`src/rtl/sha256_pkg.sv`:
```
// Shared types, round constants and round functions of the SHA-256 hasher.
`default_nettype none

package sha256_pkg;

	typedef logic [31:0] word_t;

	localparam int ROUNDS      = 64;
	localparam int BLOCK_WORDS = 16;
	localparam int CHAIN_WORDS = 8;

	localparam logic [7:0] PAD_BYTE     = 8'h80;
	// word slot where the 64-bit length starts (byte offset 56)
	localparam logic [3:0] LEN_WORD_POS = 4'd14;

	localparam word_t ROUND_K [ROUNDS] = '{
		32'h428a2f98, 32'h71374491, 32'hb5c0fbcf, 32'he9b5dba5,
		32'h3956c25b, 32'h59f111f1, 32'h923f82a4, 32'hab1c5ed5,
		32'hd807aa98, 32'h12835b01, 32'h243185be, 32'h550c7dc3,
		32'h72be5d74, 32'h80deb1fe, 32'h9bdc06a7, 32'hc19bf174,
		32'he49b69c1, 32'hefbe4786, 32'h0fc19dc6, 32'h240ca1cc,
		32'h2de92c6f, 32'h4a7484aa, 32'h5cb0a9dc, 32'h76f988da,
		32'h983e5152, 32'ha831c66d, 32'hb00327c8, 32'hbf597fc7,
		32'hc6e00bf3, 32'hd5a79147, 32'h06ca6351, 32'h14292967,
		32'h27b70a85, 32'h2e1b2138, 32'h4d2c6dfc, 32'h53380d13,
		32'h650a7354, 32'h766a0abb, 32'h81c2c92e, 32'h92722c85,
		32'ha2bfe8a1, 32'ha81a664b, 32'hc24b8b70, 32'hc76c51a3,
		32'hd192e819, 32'hd6990624, 32'hf40e3585, 32'h106aa070,
		32'h19a4c116, 32'h1e376c08, 32'h2748774c, 32'h34b0bcb5,
		32'h391c0cb3, 32'h4ed8aa4a, 32'h5b9cca4f, 32'h682e6ff3,
		32'h748f82ee, 32'h78a5636f, 32'h84c87814, 32'h8cc70208,
		32'h90befffa, 32'ha4506ceb, 32'hbef9a3f7, 32'hc67178f2
	};

	localparam word_t CHAIN_IV [CHAIN_WORDS] = '{
		32'h6a09e667, 32'hbb67ae85, 32'h3c6ef372, 32'ha54ff53a,
		32'h510e527f, 32'h9b05688c, 32'h1f83d9ab, 32'h5be0cd19
	};

	typedef struct packed {
		logic absorb;
		logic clear;
	} pack_ctrl_t;

	typedef struct packed {
		logic load;
		logic step;
	} sched_ctrl_t;

	typedef struct packed {
		logic init;
		logic step;
		logic fold;
		logic restart;
	} round_ctrl_t;

	function automatic word_t rotr(word_t x, int unsigned n);
		return (x >> n) | (x << (32 - n));
	endfunction

	function automatic word_t big_sigma0(word_t x);
		return rotr(x, 2) ^ rotr(x, 13) ^ rotr(x, 22);
	endfunction

	function automatic word_t big_sigma1(word_t x);
		return rotr(x, 6) ^ rotr(x, 11) ^ rotr(x, 25);
	endfunction

	function automatic word_t small_sigma0(word_t x);
		return rotr(x, 7) ^ rotr(x, 18) ^ (x >> 3);
	endfunction

	function automatic word_t small_sigma1(word_t x);
		return rotr(x, 17) ^ rotr(x, 19) ^ (x >> 10);
	endfunction

	function automatic word_t choose(word_t e, word_t f, word_t g);
		return (e & f) ^ (~e & g);
	endfunction

	function automatic word_t major(word_t a, word_t b, word_t c);
		return (a & b) ^ (a & c) ^ (b & c);
	endfunction

endpackage

`default_nettype wire

```
`src/rtl/sha256_if.sv`:
```
// Valid/ready channel interfaces for message input and digest output.
`default_nettype none

interface sha256_in_if;
	logic        valid;
	logic        ready;
	logic [31:0] data_word;
	logic [2:0]  byte_count;
	logic        end_of_message;

	modport source(output valid, data_word, byte_count, end_of_message, input ready);
	modport sink(input valid, data_word, byte_count, end_of_message, output ready);
endinterface

interface sha256_out_if;
	logic        valid;
	logic        ready;
	logic [31:0] digest_word;
	logic        last_digest_word;

	modport source(output valid, digest_word, last_digest_word, input ready);
	modport sink(input valid, digest_word, last_digest_word, output ready);
endinterface

`default_nettype wire

```
`src/rtl/sha256_pack.sv`:
```
// Byte packer: gathers 0..4 bytes per word into whole 32-bit message words.
`default_nettype none

module sha256_pack (
	input  logic                   clk,
	input  logic                   arst_n,
	input  sha256_pkg::pack_ctrl_t ctrl,
	input  sha256_pkg::word_t      data_word,
	input  logic [2:0]             byte_count,
	output logic [2:0]             valid_bytes,
	output logic                   emit,
	output sha256_pkg::word_t      emit_word,
	output sha256_pkg::word_t      pad_word
);
	import sha256_pkg::*;

	logic [23:0] part_q;
	logic [1:0]  held_q;

	word_t       masked;
	logic [55:0] merged;
	logic [2:0]  total;
	logic [23:0] part_d;

	always_comb begin
		valid_bytes = (byte_count > 3'd4) ? 3'd4 : byte_count;
		masked      = data_word & ~(32'hffff_ffff >> {valid_bytes, 3'b000});
		// held bytes on top, new bytes right after them
		merged      = {part_q, 32'h0} | ({masked, 24'h0} >> {held_q, 3'b000});
		total       = {1'b0, held_q} + valid_bytes;
		emit        = total[2];
		emit_word   = merged[55:24];
		part_d      = emit ? merged[23:0] : merged[55:32];
		pad_word    = {part_q, 8'h00} | ({PAD_BYTE, 24'h0} >> {held_q, 3'b000});
	end

	always_ff @(posedge clk or negedge arst_n) begin
		if (!arst_n) begin
			part_q <= '0;
			held_q <= '0;
		end else if (ctrl.clear) begin
			part_q <= '0;
			held_q <= '0;
		end else if (ctrl.absorb) begin
			part_q <= part_d;
			held_q <= total[1:0];
		end
	end

endmodule

`default_nettype wire

```
`src/rtl/sha256_sched.sv`:
```
// Message schedule: 16-word window that is filled by loads and expanded per round.
`default_nettype none

module sha256_sched (
	input  logic                    clk,
	input  sha256_pkg::sched_ctrl_t ctrl,
	input  sha256_pkg::word_t       load_word,
	output sha256_pkg::word_t       sched_word
);
	import sha256_pkg::*;

	// win_q[0] is W[t], win_q[15] is W[t+15]
	word_t win_q [BLOCK_WORDS];
	word_t next_word;

	always_comb begin
		if (ctrl.step) begin
			next_word = small_sigma1(win_q[14]) + win_q[9] + small_sigma0(win_q[1]) + win_q[0];
		end else begin
			next_word = load_word;
		end
	end

	always_ff @(posedge clk) begin
		if (ctrl.load || ctrl.step) begin
			for (int i = 0; i < BLOCK_WORDS - 1; i++) begin
				win_q[i] <= win_q[i + 1];
			end
			win_q[BLOCK_WORDS - 1] <= next_word;
		end
	end

	assign sched_word = win_q[0];

endmodule

`default_nettype wire

```
`src/rtl/sha256_round.sv`:
```
// Compression round unit with working variables and chaining words.
`default_nettype none

module sha256_round (
	input  logic                    clk,
	input  logic                    arst_n,
	input  sha256_pkg::round_ctrl_t ctrl,
	input  logic [5:0]              round_idx,
	input  sha256_pkg::word_t       sched_word,
	input  logic [2:0]              digest_idx,
	output sha256_pkg::word_t       digest_word
);
	import sha256_pkg::*;

	word_t chain_q [CHAIN_WORDS];
	word_t var_q   [CHAIN_WORDS];
	word_t t1;
	word_t t2;

	always_comb begin
		t1 = var_q[7] + big_sigma1(var_q[4]) + choose(var_q[4], var_q[5], var_q[6])
			+ ROUND_K[round_idx] + sched_word;
		t2 = big_sigma0(var_q[0]) + major(var_q[0], var_q[1], var_q[2]);
	end

	always_ff @(posedge clk or negedge arst_n) begin
		if (!arst_n) begin
			chain_q <= CHAIN_IV;
		end else if (ctrl.restart) begin
			chain_q <= CHAIN_IV;
		end else if (ctrl.fold) begin
			for (int i = 0; i < CHAIN_WORDS; i++) begin
				chain_q[i] <= chain_q[i] + var_q[i];
			end
		end
	end

	always_ff @(posedge clk) begin
		if (ctrl.init) begin
			var_q <= chain_q;
		end else if (ctrl.step) begin
			var_q[7] <= var_q[6];
			var_q[6] <= var_q[5];
			var_q[5] <= var_q[4];
			var_q[4] <= var_q[3] + t1;
			var_q[3] <= var_q[2];
			var_q[2] <= var_q[1];
			var_q[1] <= var_q[0];
			var_q[0] <= t1 + t2;
		end
	end

	assign digest_word = chain_q[digest_idx];

endmodule

`default_nettype wire

```
`src/rtl/sha256_hasher.sv`:
```
// SHA-256 hasher top level: byte packer, schedule, round unit and sequencer.
// An input word is taken only in the idle state; the word that completes a 64-byte
// block starts a compression (64 rounds through the shared round unit, one fold),
// and no new word is accepted until that compression has folded.
// A closing word adds the padding and length words, one or two compressions
// and eight digest words, one per cycle while the sink is ready.
// Reset is asynchronous: chaining words return to the initial hash, counts clear.
`default_nettype none

module sha256_hasher (
	input logic          clk,
	input logic          arst_n,
	sha256_in_if.sink    msg,
	sha256_out_if.source digest
);
	import sha256_pkg::*;

	typedef enum logic [2:0] {
		S_IDLE,
		S_PAD,
		S_ZERO,
		S_LEN_LO,
		S_COMP,
		S_FOLD,
		S_OUT
	} state_t;

	state_t      state_q, state_d;
	state_t      resume_q, resume_d;
	state_t      after;
	logic [3:0]  words_q;
	logic [5:0]  round_q;
	logic [2:0]  out_idx_q;
	logic [63:0] bits_q;

	logic        in_fire;
	logic        out_fire;
	logic        push;
	logic        wrap;
	word_t       push_word;

	pack_ctrl_t  pctl;
	sched_ctrl_t sctl;
	round_ctrl_t rctl;

	logic [2:0]  valid_bytes;
	logic        emit;
	word_t       emit_word;
	word_t       pad_word;
	word_t       sched_word;

	assign msg.ready               = (state_q == S_IDLE);
	assign in_fire                 = msg.valid && msg.ready;
	assign digest.valid            = (state_q == S_OUT);
	assign digest.last_digest_word = &out_idx_q;
	assign out_fire                = digest.valid && digest.ready;

	sha256_pack u_pack (
		.clk        (clk),
		.arst_n     (arst_n),
		.ctrl       (pctl),
		.data_word  (msg.data_word),
		.byte_count (msg.byte_count),
		.valid_bytes(valid_bytes),
		.emit       (emit),
		.emit_word  (emit_word),
		.pad_word   (pad_word)
	);

	sha256_sched u_sched (
		.clk       (clk),
		.ctrl      (sctl),
		.load_word (push_word),
		.sched_word(sched_word)
	);

	sha256_round u_round (
		.clk        (clk),
		.arst_n     (arst_n),
		.ctrl       (rctl),
		.round_idx  (round_q),
		.sched_word (sched_word),
		.digest_idx (out_idx_q),
		.digest_word(digest.digest_word)
	);

	always_comb begin
		push      = 1'b0;
		push_word = emit_word;
		after     = state_q;
		pctl      = '0;
		sctl      = '0;
		rctl      = '0;
		unique case (state_q)
			S_IDLE: begin
				if (in_fire) begin
					pctl.absorb = 1'b1;
					push        = emit;
					after       = msg.end_of_message ? S_PAD : S_IDLE;
				end
			end
			S_PAD: begin
				push      = 1'b1;
				push_word = pad_word;
				pctl.clear = 1'b1;
				after     = S_ZERO;
			end
			S_ZERO: begin
				push = 1'b1;
				if (words_q == LEN_WORD_POS) begin
					push_word = bits_q[63:32];
					after     = S_LEN_LO;
				end else begin
					push_word = '0;
					after     = S_ZERO;
				end
			end
			S_LEN_LO: begin
				push      = 1'b1;
				push_word = bits_q[31:0];
				after     = S_OUT;
			end
			S_COMP: begin
				rctl.step = 1'b1;
				sctl.step = 1'b1;
				after     = (round_q == 6'(ROUNDS - 1)) ? S_FOLD : S_COMP;
			end
			S_FOLD: begin
				rctl.fold = 1'b1;
				after     = resume_q;
			end
			S_OUT: begin
				if (out_fire && (&out_idx_q)) begin
					rctl.restart = 1'b1;
					after        = S_IDLE;
				end
			end
			default: after = S_IDLE;
		endcase

		// sixteenth word of a block starts a compression
		wrap      = push && (&words_q);
		sctl.load = push;
		rctl.init = wrap;
		state_d   = wrap ? S_COMP : after;
		resume_d  = wrap ? after : resume_q;
	end

	always_ff @(posedge clk or negedge arst_n) begin
		if (!arst_n) begin
			state_q   <= S_IDLE;
			resume_q  <= S_IDLE;
			words_q   <= '0;
			round_q   <= '0;
			out_idx_q <= '0;
			bits_q    <= '0;
		end else begin
			state_q  <= state_d;
			resume_q <= resume_d;
			if (push) begin
				words_q <= words_q + 4'd1;
			end
			if (state_q == S_COMP) begin
				round_q <= round_q + 6'd1;
			end
			if (out_fire) begin
				out_idx_q <= out_idx_q + 3'd1;
			end
			if (rctl.restart) begin
				bits_q <= '0;
			end else if (in_fire) begin
				bits_q <= bits_q + {58'h0, valid_bytes, 3'b000};
			end
		end
	end

endmodule

`default_nettype wire
```
`src/flat_wrapper.sv`:
```
// flat-port wrapper written by rule: the top's interface ports become plain ports
module sha256_hasher_flat import sha256_pkg::*;
  (clk, arst_n, msg_valid, msg_data_word, msg_byte_count, msg_end_of_message, msg_ready, digest_valid, digest_digest_word, digest_last_digest_word, digest_ready);
  sha256_in_if msg_i ();
  sha256_out_if digest_i ();
  input logic clk;
  input logic arst_n;
  input wire logic [$bits(msg_i.valid)-1:0] msg_valid;
  input wire logic [$bits(msg_i.data_word)-1:0] msg_data_word;
  input wire logic [$bits(msg_i.byte_count)-1:0] msg_byte_count;
  input wire logic [$bits(msg_i.end_of_message)-1:0] msg_end_of_message;
  output wire logic [$bits(msg_i.ready)-1:0] msg_ready;
  output wire logic [$bits(digest_i.valid)-1:0] digest_valid;
  output wire logic [$bits(digest_i.digest_word)-1:0] digest_digest_word;
  output wire logic [$bits(digest_i.last_digest_word)-1:0] digest_last_digest_word;
  input wire logic [$bits(digest_i.ready)-1:0] digest_ready;
  assign msg_i.valid = msg_valid;
  assign msg_i.data_word = msg_data_word;
  assign msg_i.byte_count = msg_byte_count;
  assign msg_i.end_of_message = msg_end_of_message;
  assign msg_ready = msg_i.ready;
  assign digest_valid = digest_i.valid;
  assign digest_digest_word = digest_i.digest_word;
  assign digest_last_digest_word = digest_i.last_digest_word;
  assign digest_i.ready = digest_ready;
  sha256_hasher u_core (.clk(clk), .arst_n(arst_n), .msg(msg_i), .digest(digest_i));
endmodule
```
`config.mk`:
```
export PLATFORM = sky130hd
export DESIGN_NAME = sha256_hasher_flat
export DESIGN_NICKNAME = d
export VERILOG_FILES = /design/src/rtl/sha256_pkg.sv /design/src/rtl/sha256_if.sv /design/src/rtl/sha256_pack.sv /design/src/rtl/sha256_sched.sv /design/src/rtl/sha256_round.sv /design/src/rtl/sha256_hasher.sv /design/src/flat_wrapper.sv
export SDC_FILE = /design/constraint.sdc
export NUM_CORES = 2
export LEC_CHECK = 0
export ABC_CLOCK_PERIOD_IN_PS = 31900
export BUFFER_PORTS_ARGS = -buffer_cell sky130_fd_sc_hd__buf_2
export CORE_MARGIN = 2
export CORE_UTILIZATION = 45
export CTS_CLUSTER_SIZE = 40
export DETAILED_ROUTE_END_ITERATION = 7
export PLACE_DENSITY = 0.66
export SYNTH_ARGS = -nofsm -noshare
export SYNTH_HDL_FRONTEND = slang
export SYNTH_SLANG_ARGS = --single-unit
```
`constraint.sdc`:
```
create_clock -name clk -period 31.9 [get_ports clk]
set_clock_uncertainty 0.15 [all_clocks]
set_input_delay 7.975 -clock clk [delete_from_list [all_inputs] [get_ports clk]]
set_output_delay 7.975 -clock clk [all_outputs]
set_load 0.005 [all_outputs]
```
* Yosys cells after proc, flatten, opt, wreduce, memory -nomap -nowiden
Memory sizes are Yosys's and may differ from the RTL's.
Cells that the tools add are included.
W data, S select, Z words.
** Cells by class
- $add $sub $neg :: 23
- Order comparisons :: 3
- Equal/unequal tests :: 8
- Shifts and indexed selects :: 3
- Multiplexer cells :: 38
- Bitwise logic cells :: 33
- Reductions and logical operators :: 13
** Operators with widths (count)
- $mux W256 :: 4
- $add A32 B32 Y32 :: 18
- $xor A32 B32 Y32 :: 9
- $and A32 B32 Y32 :: 6
- $mux W32 :: 6
- $mux W64 :: 2
- $bmux W32 S3 :: 1
- $pmux W32 S3 :: 1
- $mux W24 :: 3
- $add A64 B6 Y64 :: 1
- $not A32 Y32 :: 2
- $or A56 B56 Y56 :: 1
- $shr A56 B5 Y56 :: 1
- $or A10 B32 Y32 :: 1
- $or A13 B32 Y32 :: 1
- $or A14 B32 Y32 :: 1
- $or A15 B32 Y32 :: 1
- $or A19 B32 Y32 :: 1
- $or A21 B32 Y32 :: 1
- $or A25 B32 Y32 :: 1
- $or A26 B32 Y32 :: 1
- $or A30 B32 Y32 :: 1
- $or A32 B32 Y32 :: 1
- $or A7 B32 Y32 :: 1
- other kinds (30) :: 55
** Word-level totals
- Flip-flop bits (word level) :: 621
- Bits in writable memories :: 512
- ROM bits :: 2048
- Input bits :: 40
- Logic and storage cells :: 147
- Memories :: 2
** Memory list
- (no name shown) :: depth 64, width 32, rd ports 1, clocked after memory_dff 0, write ports 0, line sha256_round.sv:22 : + ROUND_K[round_idx] + sched_word;
- u_core.u_sched.win_q :: depth 16, width 32, rd ports 16, clocked after memory_dff 0, write ports 16, line sha256_sched.sv:13 : word_t win_q [BLOCK_WORDS];

* Longest topological paths before layout
- Word-level depth :: 10
- Mapped depth :: 41

* Hierarchy
Synthesis repeated with hierarchy kept, for this count alone.
** Unflattened totals
- Cell total of the unflattened synthesis :: 6928
- Area total of the unflattened synthesis :: 74209.9 µm²
** By module, submodules not included
- sha256_round :: instances 1, cells an instance 4897, area an instance 46225.6 µm²
- sha256_sched :: instances 1, cells an instance 1099, area an instance 20330.7 µm²
- sha256_hasher :: instances 1, cells an instance 630, area an instance 5122.4 µm²
- sha256_pack :: instances 1, cells an instance 302, area an instance 2531.2 µm²

* Worst setup path after synthesis
Ideal clock, no wire load.
- Path kind :: input-to-reg
- Start :: input port msg_byte_count[2]
- End :: memory u_core.u_sched.win_q[0][0] (netlist name), enable pin
- Library setup time :: 1.561 ns
- Arrival :: 34.106 ns
- Data required time :: 30.189 ns
- Path slack :: -3.917 ns
- Stages on the path :: 8
- Buffers on the path :: 1
- Path through :: clkbuf_1 > nor2b_1 > ha_1 > inv_1 > fa_1 > xnor2_1 > a21oi_1 > a21oi_1
** RTL lines
- start: declaration :: line flat_wrapper.sv:10 : input wire logic [$bits(msg_i.byte_count)-1:0] msg_byte_count;
- end: declaration :: line sha256_sched.sv:13

==> impl_metrics.json <==
{
  "status": "finished, final reports clean",
  "clock.fmax_mhz": 73.4,
  "hold_end": "u_core.u_sched.win_q[0][71]",
  "synth_top_cells_by_count": "nand2_1 (928), edfxtp_1 (768), a21oi_1 (533), nor2_1 (449), o21ai_0 (418)",
  "drc": 0,
  "r2r_slack_ps": 20870,
  "cts_buffer_depth": 3,
  "drive_gt1_share_pct": 9.64,
  "post_cts_buffers": 0,
  "synth_edf_count": 768,
  "max-cap-violations": 0,
  "yosysTopAreaCell": "edfxtp_1",
  "grt_pass1_vias": 51200,
  "worst_slew_pin_slew_ps": 1190,
  "slew_headroom_pct": 20.0,
  "synthArstFlopShare_pct": 32.0,
  "synth_top_area_share_pct": 32.2,
  "worstSetupPathType": "input port to flip-flop",
  "cts_tree": "yes",
  "final_core_util_pct": 49.5,
  "path_clk_slew_ps": 60,
  "cts_hold_buffers": 0,
  "hpwl_mm": 166,
  "clock-sinks": 1130,
  "port_buffers": 74,
  "final_antenna_net_count": 0,
  "clk_latency_ps": 800,
  "grt-ovfl-total": 0,
  "num-fill-cells": 14300,
  "cts-root-buf": "clkbuf_16",
  "synth_nets": 7552,
  "grtUsageTotal_pct": 27.4,
  "seq_area_frac_synth_pct": 45.1,
  "ys_warn_count": 0,
  "worstHoldStart": "u_core.u_sched.win_q[0][103]",
  "coreArea_sq_um": 158000,
  "first_pass_iters": 8,
  "synth.distinct_cells": 106,
  "post-route-min-period_ps": 13630,
  "synth_area_sq_um": 71600,
  "die-height_um": 403,
  "timing.rr.end": "u_core.u_round.var_q[255]",
  "start_kind": "input port",
  "io_pins": 75,
  "setup_violations": 0,
  "synth_area_per_cell_sq_um": 10.4,
  "r2r_cells": 36,
  "worst_hold_path_type": "flip-flop to flip-flop",
  "initialDrtViolationCount": 6925,
  "post_cts_resized": 0,
  "r2r_start": "u_core.round_q[1]",
  "fin_crit_sh_pct": 42.7,
  "h-tree-depth": 4,
  "drv_slew": 0,
  "wirelength_mm": 226,
  "fin_nets": 7502,
  "die-area_sq_um": 162000,
  "antenna_found_initial": 2,
  "wire_per_inst_um": 25.0,
  "dr_total_vias": 54900,
  "crit_path_end_kind": "flip-flop",
  "start_util_pct": 45.3,
  "area_delta_synth_final_pct": 9.29,
  "cp_max_fo": 92,
  "hold_depth": 0,
  "gp_congestion": 0.955,
  "viasPerCell": 6.07,
  "hold_violations": 0,
  "ys.flop_type": "edfxtp_1",
  "arrival_ps": 13860,
  "synthCells": 6914,
  "synth_seq_cells": 1130,
  "synth_most_common_cell": "nand2_1",
  "synth.area.top_cells": "edfxtp_1 (32%), dfrtp_1 (7.9%), ha_1 (7.0%)",
  "setup_tns_ps": 0,
  "fp.dieW_um": 403,
  "cts_made_buffers": 130,
  "grt_pass1_wl_mm": 335,
  "grt_max_degree": 196,
  "row_count": 146,
  "rsz0062_at_grt": "false",
  "crit_required_ps": 32140
}
metal layers:
layer  GRT usage, %  vias to the layer above  routed length, um
met1           40.5                    27000              97700
met4           10.3                        0               9040
li1               -                    24600                  -
met2           39.8                     2824              96000
met3           5.41                      432              22800
met5              0                        -                  0
critical path: stages:
cell	delay, ps
buf_2	160
nor2b_1	170
ha_1	170
inv_1	50
fa_1	450
xnor2_1	820
a21oi_1	290
a21oi_4	200
buf_4	750
buf_4	920
buf_4	970
buf_4	770
state kept, by name, summed over array words and instances, names as in the netlist:
register and cells:
u_core.words_q 4, u_core.out_idx_q 3, u_core.round_q 6, u_core.u_sched.win_q 512
u_core.bits_q 61, u_core.u_round.var_q 256, u_core.u_pack.held_q 2, u_core.state_q 3
u_core.u_round.chain_q 256, u_core.u_pack.part_q 24, u_core.resume_q 3
area by class of cell:
class / count / area [sq um] / area share, %
clock buffer: 165 / 3470 / 4.44
timing repair buffer: 141 / 908 / 1.16
clock inverter: 71 / 820 / 1.05
tap: 2072 / 2590 / 3.31
antenna: 2 / 5.00 / 0.00640
inverter: 357 / 1340 / 1.71
sequential: 1130 / 32300 / 41.3
multi-input combinational: 5104 / 36800 / 47.0
stage by stage:
step / worst slack (ps) / std cells / instance area [sq um] / hold slack, ps
global placement: 17610 / 8804 / 73900 / 250
global route: 17840 / 9040 / 78200 / 251
detailed placement: 17470 / 8804 / 73900 / 255
floorplan: 7680 / 6914 / 71600 / 250
finish: 18270 / 9042 / 78200 / 252
CTS: 18300 / 9040 / 78200 / 242
cell usage in the layout (no fill, tap or decap), types with 35 or more instances in the layout:
master     netlist  routed
nor2b_1         50      50
dfrtp_1        226     220
o211ai_1        38      38
clkbuf_16        0     130
nand2b_1        65      65
and3_1          48      47
nand3_1        168     167
o21bai_1        66      66
o21a_1          56      56
xnor2_1        378     378
o21ai_0        418     418
o31ai_1         35      35
a211oi_1        60      60
xor2_1         255     255
buf_2           17      73
edfxtp_1       768     768
o21ai_1         44      44
dfstp_2        136     136
mux4_2          76      76
nor2_1         449     446
buf_4            1      65
mux2_2          60      60
nand2_1        928     925
a21oi_1        533     532
inv_1          353     353
nor3_1         125     124
a21o_1         165     165
a31oi_1         47      47
ha_1           401     401
nand4_1         36      36
fa_1           197     197
worst max-delay path by stage:
stage	depth (start not counted)	end	start
after detailed placement	12	u_core.u_sched.win_q[1][47]	msg_byte_count[2]
final	12	u_core.u_sched.win_q[1][47]	msg_byte_count[2]
after floorplan	8	u_core.u_sched.win_q[0][0]	msg_byte_count[2]
after global placement	12	u_core.u_sched.win_q[0][175]	msg_byte_count[2]
after global routing	12	u_core.u_sched.win_q[0][175]	msg_byte_count[2]
after CTS	12	u_core.u_sched.win_q[0][175]	msg_byte_count[2]
kinds of logic after synthesis:
group                      Yosys count  share of synthesized area, %
and+or+nand+nor                   1994                          12.3
muxes                              159                          3.66
DFF                               1130                          45.1
adders and majority gates          604                          12.6
AOI/OAI and AO/OA                 1713                          15.0
xor gates and xnor gates           634                          7.78
buffers and inverters              680                          3.60
Power is not shown: default switching activity piles up to over one toggle a cycle in this logic, so the estimate is an artifact.
